==> src/rtl/rclbs_pkg.sv <==
package rclbs_pkg;

	// stick scaling
	localparam int CHANNEL_FULL_SCALE = 10000;
	localparam int MAG_W = $clog2(CHANNEL_FULL_SCALE + 1);
	localparam int NUM_W = $clog2(CHANNEL_FULL_SCALE * 255 + 1);
	localparam int QUO_W = 8;
	localparam int CH_W = 16;

	// reciprocal of full scale, rounded up; the shift keeps the quotient exact
	// for every numerator up to 255 times full scale
	localparam int     RECIP_SHIFT = NUM_W + MAG_W;
	localparam longint RECIP_MUL = ((longint'(1) << RECIP_SHIFT)
		+ longint'(CHANNEL_FULL_SCALE) - longint'(1)) / longint'(CHANNEL_FULL_SCALE);
	localparam int     RECIP_W = $clog2(RECIP_MUL + 1);
	localparam int     PROD_W = NUM_W + RECIP_W;

	localparam int NUM_LANES = 4;
	localparam int LANE_THR = 0;
	localparam int LANE_RUD = 1;
	localparam int LANE_ELE = 2;
	localparam int LANE_AIL = 3;

	// bind sequencing
	localparam int BIND_REPEATS = 60;
	localparam int CNT_W = 6;

	// step queue, depth is a power of two so the pointers wrap
	localparam int QUEUE_DEPTH = 4;
	localparam int QPTR_W = $clog2(QUEUE_DEPTH);
	localparam int QCNT_W = $clog2(QUEUE_DEPTH + 1);

	// payload
	localparam int PKT_BYTES = 8;
	localparam int PIDX_W = $clog2(PKT_BYTES);
	localparam int IDX_W = PIDX_W + 1;

	localparam logic [2:0] VAR_BASE = 3'd0;
	localparam logic [2:0] VAR_SWAP_RUD = 3'd2;
	localparam logic [2:0] VAR_ZERO_BIND = 3'd3;
	localparam logic [2:0] VAR_X4 = 3'd4;

	localparam logic [7:0] BIND_ADDR_X4 = 8'h60;
	localparam logic [7:0] BIND_ADDR_ZERO = 8'h64;
	localparam logic [7:0] BIND_ADDR_STD = 8'h65;
	localparam logic [7:0] BIND_MAGIC0 = 8'h56;
	localparam logic [7:0] BIND_MAGIC1 = 8'hAA;
	localparam logic [7:0] BIND_OPT = 8'h32;
	localparam logic [7:0] FLAG_FLIP = 8'h0F;
	localparam logic [7:0] FLAG_LIGHT = 8'h10;
	localparam logic [7:0] BYTE_MAX = 8'hFF;
	localparam logic [8:0] SCALE_OFFSET = 9'h100;

	// register word index (paddr[2])
	localparam logic REG_VARIANT = 1'b0;
	localparam logic REG_DATA_ADDR = 1'b1;

	typedef enum logic [1:0] {
		KIND_BYTE,
		KIND_BIND_ADDR,
		KIND_DATA_ADDR,
		KIND_END
	} kind_t;

	typedef enum logic [1:0] {
		PH_INIT,
		PH_BIND,
		PH_CHECK,
		PH_DATA
	} phase_t;

	typedef enum logic [1:0] {
		SW_NONE,
		SW_BIND,
		SW_DATA
	} sw_t;

	typedef enum logic [1:0] {
		PAY_NONE,
		PAY_DATA,
		PAY_BIND
	} pay_t;

	typedef enum logic [1:0] {
		BK_IDLE,
		BK_SWITCH,
		BK_PAYLOAD,
		BK_END
	} back_state_t;

	typedef struct packed {
		sw_t        sw;
		logic [7:0] sw_byte;
		pay_t       pay;
		logic       long_wait;
	} step_ctl_t;

	typedef struct packed {
		logic             neg;
		logic [NUM_W-1:0] num;
	} lane_t;

	typedef struct packed {
		step_ctl_t                 ctl;
		logic                      flip;
		logic                      light;
		lane_t [NUM_LANES-1:0]     lane;
	} front_out_t;

	typedef struct packed {
		sw_t                       sw;
		logic [7:0]                sw_byte;
		logic                      has_pay;
		logic                      with_sum;
		logic [PKT_BYTES-1:0][7:0] pkt;
		logic                      long_wait;
	} step_desc_t;

	// ((+-quo) + 256) >> 1
	function automatic logic [7:0] scale_byte(input logic neg, input logic [QUO_W-1:0] quo);
		logic [8:0] q9;
		if (neg) begin
			q9 = SCALE_OFFSET - {1'b0, quo};
		end else begin
			q9 = SCALE_OFFSET + {1'b0, quo};
		end
		return q9[8:1];
	endfunction

endpackage

==> src/rtl/rclbs_queue.sv <==
module rclbs_queue import rclbs_pkg::*; (
	input  logic       clk,
	input  logic       arst_n,
	input  logic       push,
	input  step_desc_t push_desc,
	input  logic       pop,
	output logic       not_empty,
	output step_desc_t head_desc
);

	step_desc_t        slot_q [QUEUE_DEPTH];
	logic [QPTR_W-1:0] wr_ptr_q, rd_ptr_q;
	logic [QCNT_W-1:0] count_q;
	logic              full;

	assign not_empty = count_q != '0;
	assign full      = count_q == QCNT_W'(QUEUE_DEPTH);
	assign head_desc = slot_q[rd_ptr_q];

	always_ff @(posedge clk or negedge arst_n) begin
		if (!arst_n) begin
			wr_ptr_q <= '0;
			rd_ptr_q <= '0;
			count_q  <= '0;
		end else begin
			if (push) begin
				wr_ptr_q <= wr_ptr_q + QPTR_W'(1);
			end
			if (pop) begin
				rd_ptr_q <= rd_ptr_q + QPTR_W'(1);
			end
			unique case ({push, pop})
				2'b10:   count_q <= count_q + QCNT_W'(1);
				2'b01:   count_q <= count_q - QCNT_W'(1);
				default: count_q <= count_q;
			endcase
		end
	end

	always_ff @(posedge clk) begin
		if (push) begin
			slot_q[wr_ptr_q] <= push_desc;
		end
	end

`ifndef ASSERT_OFF
	a_no_overflow: assert property (@(posedge clk) disable iff (!arst_n)
		!(push && full))
		else $error("step queue overflow");

	a_no_underflow: assert property (@(posedge clk) disable iff (!arst_n)
		pop |-> not_empty)
		else $error("step queue underflow");
`endif

endmodule

==> config.mk <==
export PLATFORM = sky130hd
export DESIGN_NAME = rclbs_queue
export DESIGN_NICKNAME = d
export VERILOG_FILES = /design/src/rtl/rclbs_pkg.sv /design/src/rtl/rclbs_queue.sv
export SDC_FILE = /design/constraint.sdc
export NUM_CORES = 1
export LEC_CHECK = 0
export BUFFER_PORTS_ARGS = -buffer_cell sky130_fd_sc_hd__buf_2
export CAP_MARGIN = 40
export CORE_UTILIZATION = 47
export CTS_CLUSTER_SIZE = 12
export DETAILED_ROUTE_END_ITERATION = 6
export PLACE_DENSITY = 0.7
export SKIP_LAST_GASP = 1
export SLEW_MARGIN = 0
export SYNTH_ARGS = -nofsm -noshare
export SYNTH_HDL_FRONTEND = slang
export SYNTH_SLANG_ARGS = --single-unit
==> constraint.sdc <==
create_clock -name clk -period 2.9 [get_ports clk]
set_input_delay 0.145 -clock clk [delete_from_list [all_inputs] [get_ports clk]]
set_output_delay 0.145 -clock clk [all_outputs]
set_load 0.01 [all_outputs]
==> run_results.csv, run 1 <==
group,metric,value,unit
status,status,"finished clean",
power,p_int,10.3,mW
synth,ys_types,19,
floorplanning,die_h,158,um
power,p_comb_share,27.0,%
drt,viasPerCell,5.19,
global_route,grt_max_degree,41,
critical_path,crit_arrival,2.32,ns
critical_path,regToRegEndpoint,"slot_q[3][69]",
clock_tree,clockBufferDepth,3,
drt,drtIter0Drc,335,
drt,drc,0,
global_route,grt_antenna_before_repair,0,
critical_path,path_max_fanout,28,
floorplanning,fp.dieArea,25100,sq um
synth,syn_inst,438,
drt,ant_nets,0,
power,switching_share,27.7,%
global_route,overflow,0,
clock_tree,path_clk_slew,0.06,ns
finish,post-route-cell-area,14600,sq um
global_route,track_usage,17.4,%
job,maxCapViolCount,0,
finish,drive_above_1_share,40.7,%
synth,synth-async-reset-ratio,2.22,%
synth,yosys.area.top_type,"edfxtp_1",
sta,fin_crit_sh,85.0,%
synth,synthesis.area,11500,sq um
synth,synth_common_cells,"edfxtp_1 (308), mux4_2 (77), buf_2 (7), dfrtp_1 (7), inv_1 (6)",
sta,setup_viol,0,
finish,fillCellCount,1656,
finish,nNetsFinal,795,
sta,fmax,406,MHz
drt,routed_wl,21200,um
critical_path,r2r_start,"wr_ptr_q[0]",
floorplanning,core_area,23800,sq um
power,leakage,5.09,nW
sta,drv_slew,0,
clock_tree,numCtsBuffers,35,
place,place.gp.congestion,0.703,
floorplanning,ios,159,
critical_path,crit_path_start_kind,"register",
finish,area_delta_synth_final,27.0,%
drt,wl_per_cell,20.3,um
place,io_buffers,158,
synth,synth_flop_cell,"edfxtp_1",
clock_tree,clk_latency,0.50,ns
place,place_area,12800,sq um
drt,first_pass_iters,4,
power,power.density,978,nW/um^2
clock_tree,cts.sinks,315,
finish,multi_input_area,1940,sq um
synth,ys.warnings.count,0,
synth,synth_top_family_by_area,"multiplexers",
sta,tightestPinTransition,0.609,ns
sta,finalClockSkew,0.0118,ns
critical_path,path_class,"reg -> out",
clock_tree,h-tree-depth,2,
synth,synth_compound_area_share,0.0435,%
drt,vias,5436,
floorplanning,initial_core_util,48.4,%
synth,synthAdderAreaFrac,0.718,%
sta,min_period,2.47,ns
finish,regArea,9430,sq um
global_route,grt_pass1_vias,5875,
floorplanning,rows,56,
critical_path,r2r_cells,3,
global_route,grt_pass1_wl,31800,um
sta,rsz0062_at_grt,"false",
synth,synthTopCellsByArea,"edfxtp_1 (80%), mux4_2 (15%), dfrtp_1 (1.5%)",
sta,hold_violations,0,
power,vdd_ir_drop_max,0.592,mV
finish,fin_util,61.5,%
critical_path,cp-end-kind,"output port",
critical_path,cp.required,2.76,ns
clock_tree,root_buffer,"clkbuf_16",
clock_tree,post-cts-setup-buffer-count,0,
power,clock_power_share,28.5,%
synth,synth_mux_area_share,15.2,%
synth,synth_fp_nets,525,
finish,antennaDiodeCount,0,
clock_tree,cts_resized,0,
critical_path,rrSetupSlack,1.03,ns
power,switchingPower,3.96,mW
min_path,hp-class,"in -> async",
synth,avgSynthCellArea,26.3,sq um
synth,synth_top_area_share,80.4,%
clock_tree,cts_tree,"done",
synth,synth_edf_count,308,
synth,yosysSeqAreaShare,81.9,%
synth,synth_xor_area_share,0.457,%
place,place_hpwl,12300,um
sta,setup_tns,0,ns
sta,slew_headroom,59.4,%
synth,ys_ff_latch,315,
synth,synth-simple-area-share,0.370,%
floorplanning,die_x,158,um
power,seqPwrFrac,44.5,%
synth,synth_most_common_cell,"edfxtp_1",
cells by family (layout without fill, tap and decap cells):
kind of cell | Yosys count | in the layout
flip-flops | 315 | 315
multiplexers | 78 | 78
buffers and inverters | 24 | 315
AND/OR/NAND/NOR | 8 | 8
adder cells (fa/ha/maj) | 6 | 6
XOR/XNOR | 6 | 6
AO/OA/AOI/OAI | 1 | 1
through the flow:
step           hold slack, ns  setup WS (ns)  power (mW)  instances
5_1_grt                0.0161          0.312        14.9       1048
6_report              0.00273          0.434        14.3       1048
4_1_cts              0.000117          0.365        14.5       1048
3_5_place_dp         -0.00571          0.903        10.3        910
3_3_place_gp          -0.0161          0.922        10.2        910
2_1_floorplan          -0.151         0.0396        8.87        438
how the worst max path moves through the flow:
stage | from | endpoint | cells after the start
final | rd_ptr_q[0] | head_desc[9] | 3
after floorplan | wr_ptr_q[0] | slot_q[2][0] | 3
after global routing | rd_ptr_q[0] | head_desc[9] | 3
after detailed placement | rd_ptr_q[0] | head_desc[70] | 3
after CTS | rd_ptr_q[0] | head_desc[9] | 3
after global placement | rd_ptr_q[0] | head_desc[28] | 3
flip-flops by register name, indices dropped and copies added (netlist names):
register and cells:
count_q 3, slot_q 308, wr_ptr_q 2, rd_ptr_q 2
area by class of cell:
class / instances / area share (%)
Sequential cell: 315 / 64.5
Multi-Input combinational cell: 99 / 13.3
Timing Repair Buffer: 251 / 12.1
Clock buffer: 42 / 6.46
Tap cell: 319 / 2.73
Clock inverter: 16 / 0.805
Inverter: 6 / 0.154
metal layers:
metal | vias to the layer above | wire length [um] | global-route usage, %
met5 | - | 0 | 0
li1 | 2410 | - | -
met2 | 170 | 10800 | 29.6
met3 | 46 | 1200 | 3.40
met1 | 2810 | 8770 | 22.4
met4 | 0 | 517 | 6.09
power groups by stage:
| stage | logic (mW) | registers (mW) | clock network (mW) |
|---|---|---|---|
| floorplan | 2.65 | 6.22 | 0 |
| detailed placement | 3.87 | 6.47 | 0 |
| CTS | 3.97 | 6.38 | 4.16 |
| global route | 4.18 | 6.45 | 4.32 |
| global placement | 3.82 | 6.41 | 0 |
| finish | 3.87 | 6.36 | 4.07 |
repair_timing:
action | in CTS | in global routing
setup endpoints to repair | 0 | 0
hold buffers | 80 | 0
hold endpoints to repair | 319 | 0
cell usage in the layout (no fill, tap or decap):
cell type | Yosys | final
and2_4 | 0 | 4
buf_12 | 2 | 6
buf_2 | 7 | 158
buf_4 | 4 | 7
bufinv_16 | 0 | 2
clkbuf_1 | 4 | 5
clkbuf_16 | 0 | 37
clkinv_1 | 0 | 10
clkinv_2 | 0 | 4
dfrtp_1 | 7 | 5
dfrtp_4 | 0 | 2
dlygate4sd3_1 | 0 | 80
edfxtp_1 | 308 | 308
fa_1 | 1 | 1
ha_1 | 5 | 5
inv_1 | 6 | 6
mux2i_1 | 1 | 1
mux4_2 | 77 | 77
nand2_1 | 2 | 2
nor2_1 | 1 | 1
o21ai_0 | 1 | 1
or3_1 | 1 | 1
xnor2_1 | 2 | 2
xor2_1 | 4 | 4
critical path, stage by stage (launching register included):
cell     delay (ns)
dfrtp_4        0.75
buf_12         0.31
mux4_2         0.57
buf_2          0.16
Note: power is estimated with default switching activity, not from simulation.
==> inputs of run 2 (changes only) <==
--- a/config.mk
+++ b/config.mk
@@ -7,10 +7,10 @@
 export LEC_CHECK = 0
 export BUFFER_PORTS_ARGS = -buffer_cell sky130_fd_sc_hd__buf_2
 export CAP_MARGIN = 40
-export CORE_UTILIZATION = 47
+export CORE_UTILIZATION = 51
 export CTS_CLUSTER_SIZE = 12
 export DETAILED_ROUTE_END_ITERATION = 6
-export PLACE_DENSITY = 0.7
+export PLACE_DENSITY = 0.75
 export SKIP_LAST_GASP = 1
 export SLEW_MARGIN = 0
 export SYNTH_ARGS = -nofsm -noshare
==> run 2 against run 1 <==
Net effect: the run now ends with DRC left; critical path depth unchanged; sequential cell count did not move; critical path type unchanged; cell count shrank 4.9%; power fell by 5.1%; first-iteration DRC count grew 0.90%.
==> run_results.csv, run 2 (synthesis results as in run 1) <==
group,metric,value,unit
drt,ant_nets,0,
critical_path,path_cells,"buf_4 > mux4_2 > buf_2",
critical_path,cp-end-kind,"output port",
sta,setup_slack,0.271,ns
critical_path,path_depth,3,
floorplanning,die_h,152,um
sta,finalClockSkew,0.00788,ns
drt,vias,5392,
finish,layout_commonest_cell,"edfxtp_1",
finish,largest_reg_flops,308,
finish,nNetsFinal,790,
job,maxCapViolCount,0,
sta,rsz0062_at_grt,"false",
drt,drc,8,
global_route,grt_antenna_before_repair,0,
global_route,grt_pass1_vias,5980,
sta,tightestPinTransition,0.679,ns
clock_tree,numCtsBuffers,31,
clock_tree,cts_tree,"done",
critical_path,r2r_start,"wr_ptr_q[0]",
status,failed_checks,"DRC",
sta,slew_headroom,54.8,%
clock_tree,clk_latency,0.53,ns
sta,fin_crit_sh,90.7,%
global_route,grt_pass1_wl,32400,um
global_route,grt_max_degree,53,
floorplanning,die_x,152,um
clock_tree,h-tree-depth,1,
clock_tree,cts.sinks,315,
global_route,overflow,0,
sta,min_period,2.63,ns
drt,wl_per_cell,20.8,um
floorplanning,fp.dieArea,23200,sq um
critical_path,crit_arrival,2.48,ns
floorplanning,core_area,22000,sq um
sta,drv_slew,0,
critical_path,cpLargestDelayFamily,"flip-flops",
floorplanning,initial_core_util,52.4,%
min_path,hp-class,"in -> reg",
finish,fillCellCount,1382,
floorplanning,rows,54,
min_path,hold_depth,2,
clock_tree,clockBufferDepth,3,
drt,routed_wl,20700,um
critical_path,crit_slowest_cell,"dfrtp_4",
clock_tree,root_buffer,"clkbuf_16",
power,power.density,947,nW/um^2
min_path,worstHoldStart,"push_desc[68]",
finish,top_register,"slot_q",
sta,fmax,380,MHz
critical_path,r2r_cells,4,
finish,area_delta_synth_final,24.5,%
critical_path,cp.required,2.76,ns
sta,hold_violations,0,
place,io_buffers,158,
floorplanning,ios,159,
critical_path,path_max_fanout,32,
finish,antennaDiodeCount,0,
place,place_ws,0.769,ns
finish,mostFrequentLayoutCells,"edfxtp_1 (308), buf_2 (158), dlygate4sd3_1 (81)",
place,place.gp.congestion,0.711,
clock_tree,path_clk_slew,0.05,ns
clock_tree,post-cts-setup-buffer-count,0,
drt,first_pass_iters,6,
finish,drive_above_1_share,39.5,%
sta,setup_tns,0,ns
finish,top_regs,"slot_q: 308 flops, count_q: 3 flops",
place,place_hpwl,12100,um
power,vdd_ir_drop_max,0.611,mV
global_route,track_usage,18.3,%
critical_path,critPathLaunch,"rd_ptr_q[0]",
critical_path,max_stage_delay,0.85,ns
drt,viasPerCell,5.41,
drt,drtIter0Drc,338,
finish,fin_util,65.2,%
status,status,"complete, but fails checks",
critical_path,path_class,"reg -> out",
critical_path,crit_buf_inv,2,
critical_path,crit_path_start_kind,"register",
power,leakage,4.96,nW
sta,setup_viol,0,
==> run 2: report_power, final <==
part	total, mW	switching (mW)	internal [mW]	leakage [nW]
Combinational	3.77	1.89	1.88	1.65
Sequential	6.39	0.431	5.96	2.91
Clock	3.41	1.48	1.93	0.403
Total	13.6	3.80	9.77	4.96
==> run 2: worst paths after layout <==
kind	slack, ns	endpoint
setup / recovery	0.27	head_desc[64]
hold / removal	0.36	slot_q[3][68]
setup reg to reg	1.05	slot_q[2][74]
hold reg to reg	0.48	count_q[2]
max in group asynchronous	2.06	rd_ptr_q[1]
min in group asynchronous	0.57	wr_ptr_q[1]
==> run 2: per-stage QoR <==
step	cells	hold slack, ns	instance area (sq um)	power (mW)
final	997	0.359	14300	13.6
after global routing	997	0.351	14300	14.2
after CTS	997	0.331	14300	13.8
after detailed placement	869	-0.0139	12700	10.3
after global placement	869	-0.0202	12700	10.1
after floorplan	438	-0.151	11500	8.87
==> run 2: timing repair <==
item	in CTS	in global routing
hold endpoints to repair	319	0
hold buffers	81	0
resized for setup	0	0
==> run 2: cell type report <==
cell class | instances | area [sq um] | area share (%)
clock inverter | 5 | 18.8 | 0.131
clock buffer | 42 | 817 | 5.70
timing repair buffer | 250 | 1750 | 12.2
inverter | 6 | 22.5 | 0.157
multi-input combinational | 99 | 1940 | 13.5
tap | 280 | 350 | 2.45
sequential | 315 | 9430 | 65.8
==> run 2: routing by layer <==
metal / global-route usage [%] / part of all wire (%) / up-vias
li1: - / - / 2396
met2: 33.0 / 53 / 148
met3: 2.76 / 4.5 / 34
met1: 23.2 / 41 / 2814
met5: 0 / 0 / -
met4: 5.44 / 2.0 / 0
==> inputs of run 3 (changes only) <==
--- a/config.mk
+++ b/config.mk
@@ -5,12 +5,12 @@
 export SDC_FILE = /design/constraint.sdc
 export NUM_CORES = 1
 export LEC_CHECK = 0
-export BUFFER_PORTS_ARGS = -buffer_cell sky130_fd_sc_hd__buf_2
 export CAP_MARGIN = 40
-export CORE_UTILIZATION = 51
+export CORE_UTILIZATION = 56
 export CTS_CLUSTER_SIZE = 12
 export DETAILED_ROUTE_END_ITERATION = 6
-export PLACE_DENSITY = 0.75
+export DONT_BUFFER_PORTS = 1
+export PLACE_DENSITY = 0.74
 export SKIP_LAST_GASP = 1
 export SLEW_MARGIN = 0
 export SYNTH_ARGS = -nofsm -noshare
==> run 3 against run 2 <==
Net effect: the run now ends clean; die area shrank 8.8%; cell count shrank 16%; first-iteration DRC count shrank 9.2%; setup slack gained 0.22 ns; clock power grew 8.2%; sequential share of layout area grew 3.3 points; maximum frequency grew 9.3%.
==> run_results.csv, run 3 (synthesis results as in run 1) <==
group,metric,value,unit
finish,top_register,"slot_q",
finish,layout_commonest_cell,"edfxtp_1",
clock_tree,cts_resized,0,
finish,mostFrequentLayoutCells,"edfxtp_1 (308), dlygate4sd3_1 (81), mux4_2 (77)",
finish,nNetsFinal,634,
floorplanning,fp.dieArea,21100,sq um
floorplanning,core_area,20200,sq um
finish,top_regs,"slot_q: 308 flops, count_q: 3 flops",
global_route,grt_max_degree,38,
critical_path,rrSetupSlack,0.95,ns
drt,routed_wl,20500,um
clock_tree,clockBufferDepth,3,
critical_path,cp.required,2.76,ns
finish,antennaDiodeCount,0,
floorplanning,die_h,145,um
drt,drtIter0Drc,307,
critical_path,path_class,"reg -> out",
place,place_hpwl,11900,um
sta,rsz0062_at_grt,"false",
finish,fin_util,67.6,%
sta,min_period,2.41,ns
floorplanning,ios,159,
sta,slew_headroom,60.1,%
place,dpl.cell_count,703,
finish,fillCellCount,1263,
status,status,"finished clean",
place,place_ws,0.950,ns
sta,fin_crit_sh,82.9,%
drt,vias,4912,
sta,tightestPinTransition,0.599,ns
clock_tree,cts.sinks,315,
sta,finalClockSkew,0.0251,ns
sta,hold_violations,0,
global_route,grt_pass1_wl,31900,um
drt,wl_per_cell,24.5,um
critical_path,cp-end-kind,"output port",
clock_tree,cts_tree,"done",
drt,ant_nets,0,
critical_path,crit_path_start_kind,"register",
power,power.density,974,nW/um^2
floorplanning,initial_core_util,57.0,%
floorplanning,rows,52,
sta,setup_slack,0.495,ns
sta,setup_viol,0,
sta,holdWs,0.0990,ns
clock_tree,root_buffer,"clkbuf_16",
drt,first_pass_iters,4,
global_route,overflow,0,
job,maxCapViolCount,0,
finish,area_delta_synth_final,18.6,%
clock_tree,numCtsBuffers,31,
drt,viasPerCell,5.87,
finish,drive_above_1_share,23.3,%
min_path,hp-class,"in -> reg",
global_route,grt_pass1_vias,5525,
global_route,grt_antenna_before_repair,0,
place,place.gp.congestion,0.722,
critical_path,path_max_fanout,31,
power,vdd_ir_drop_max,0.681,mV
sta,fmax,416,MHz
global_route,track_usage,20.0,%
place,io_buffers,0,
clock_tree,h-tree-depth,1,
finish,stdcell_count,837,
finish,largest_reg_flops,308,
sta,drv_slew,0,
drt,drc,0,
critical_path,crit_arrival,2.26,ns
clock_tree,path_clk_slew,0.06,ns
sta,setup_tns,0,ns
power,leakage,4.40,nW
floorplanning,die_x,145,um
clock_tree,clk_latency,0.55,ns
-- run 3: changes by cell type in the layout (fill, tap and decap cells not counted), sizes merged --
cell and change:
bufinv +2, buf -156, clkinv -1, inv +1
clkbuf +4
-- run 3: final timing paths --
path                                  start            end  cells past startpoint
worst max-delay path            rd_ptr_q[0]  head_desc[41]                      2
worst min-delay path                   push   slot_q[2][8]                      1
worst max register to register  wr_ptr_q[1]  slot_q[1][22]                      4
worst min register to register   count_q[2]     count_q[2]                      1
max in group asynchronous            arst_n    rd_ptr_q[1]                      2
min in group asynchronous            arst_n    rd_ptr_q[0]                      2
-- run 3: area by class of cell --
class / instances / area (sq um) / share of cell area (%)
clock buffers: 46 / 842 / 6.17
flip-flops and latches: 315 / 9430 / 69.1
multi-input cells: 99 / 1940 / 14.2
repair buffers: 94 / 983 / 7.21
inverters: 6 / 22.5 / 0.165
well taps: 270 / 338 / 2.48
clock inverters: 7 / 85.1 / 0.624
-- run 3: timing repair --
item                                   4_1_cts  5_1_grt
endpoints found under the hold margin      321        0
setup buffers                                0        0
hold buffers                                81        0
-- run 3: routing by layer --
layer	global-route usage, %	share of wire, %
met2	34.2	52
met3	4.61	6.4
met4	6.37	2.0
met1	25.7	39
met5	0	0
-- run 3: critical path: stages, from the launching register on --
cell	delay, ns
dfrtp_4	0.74
buf_12	0.31
mux4_2	0.60
-- run 3: metrics by stage --
| stage | instance area, sq um | power (mW) |
|---|---|---|
| final | 13600 | 13.3 |
| after global routing | 13600 | 13.8 |
| after CTS | 13600 | 13.5 |
| after detailed placement | 11900 | 9.64 |
| after global placement | 11900 | 9.51 |
| after floorplan | 11500 | 8.87 |
-- run 3: report_power, final --
part | internal [mW] | leakage (nW) | switching [mW]
sequential | 5.96 | 2.91 | 0.411
clock | 2.16 | 0.447 | 1.53
combinational | 1.44 | 1.05 | 1.78
total | 9.56 | 4.40 | 3.72
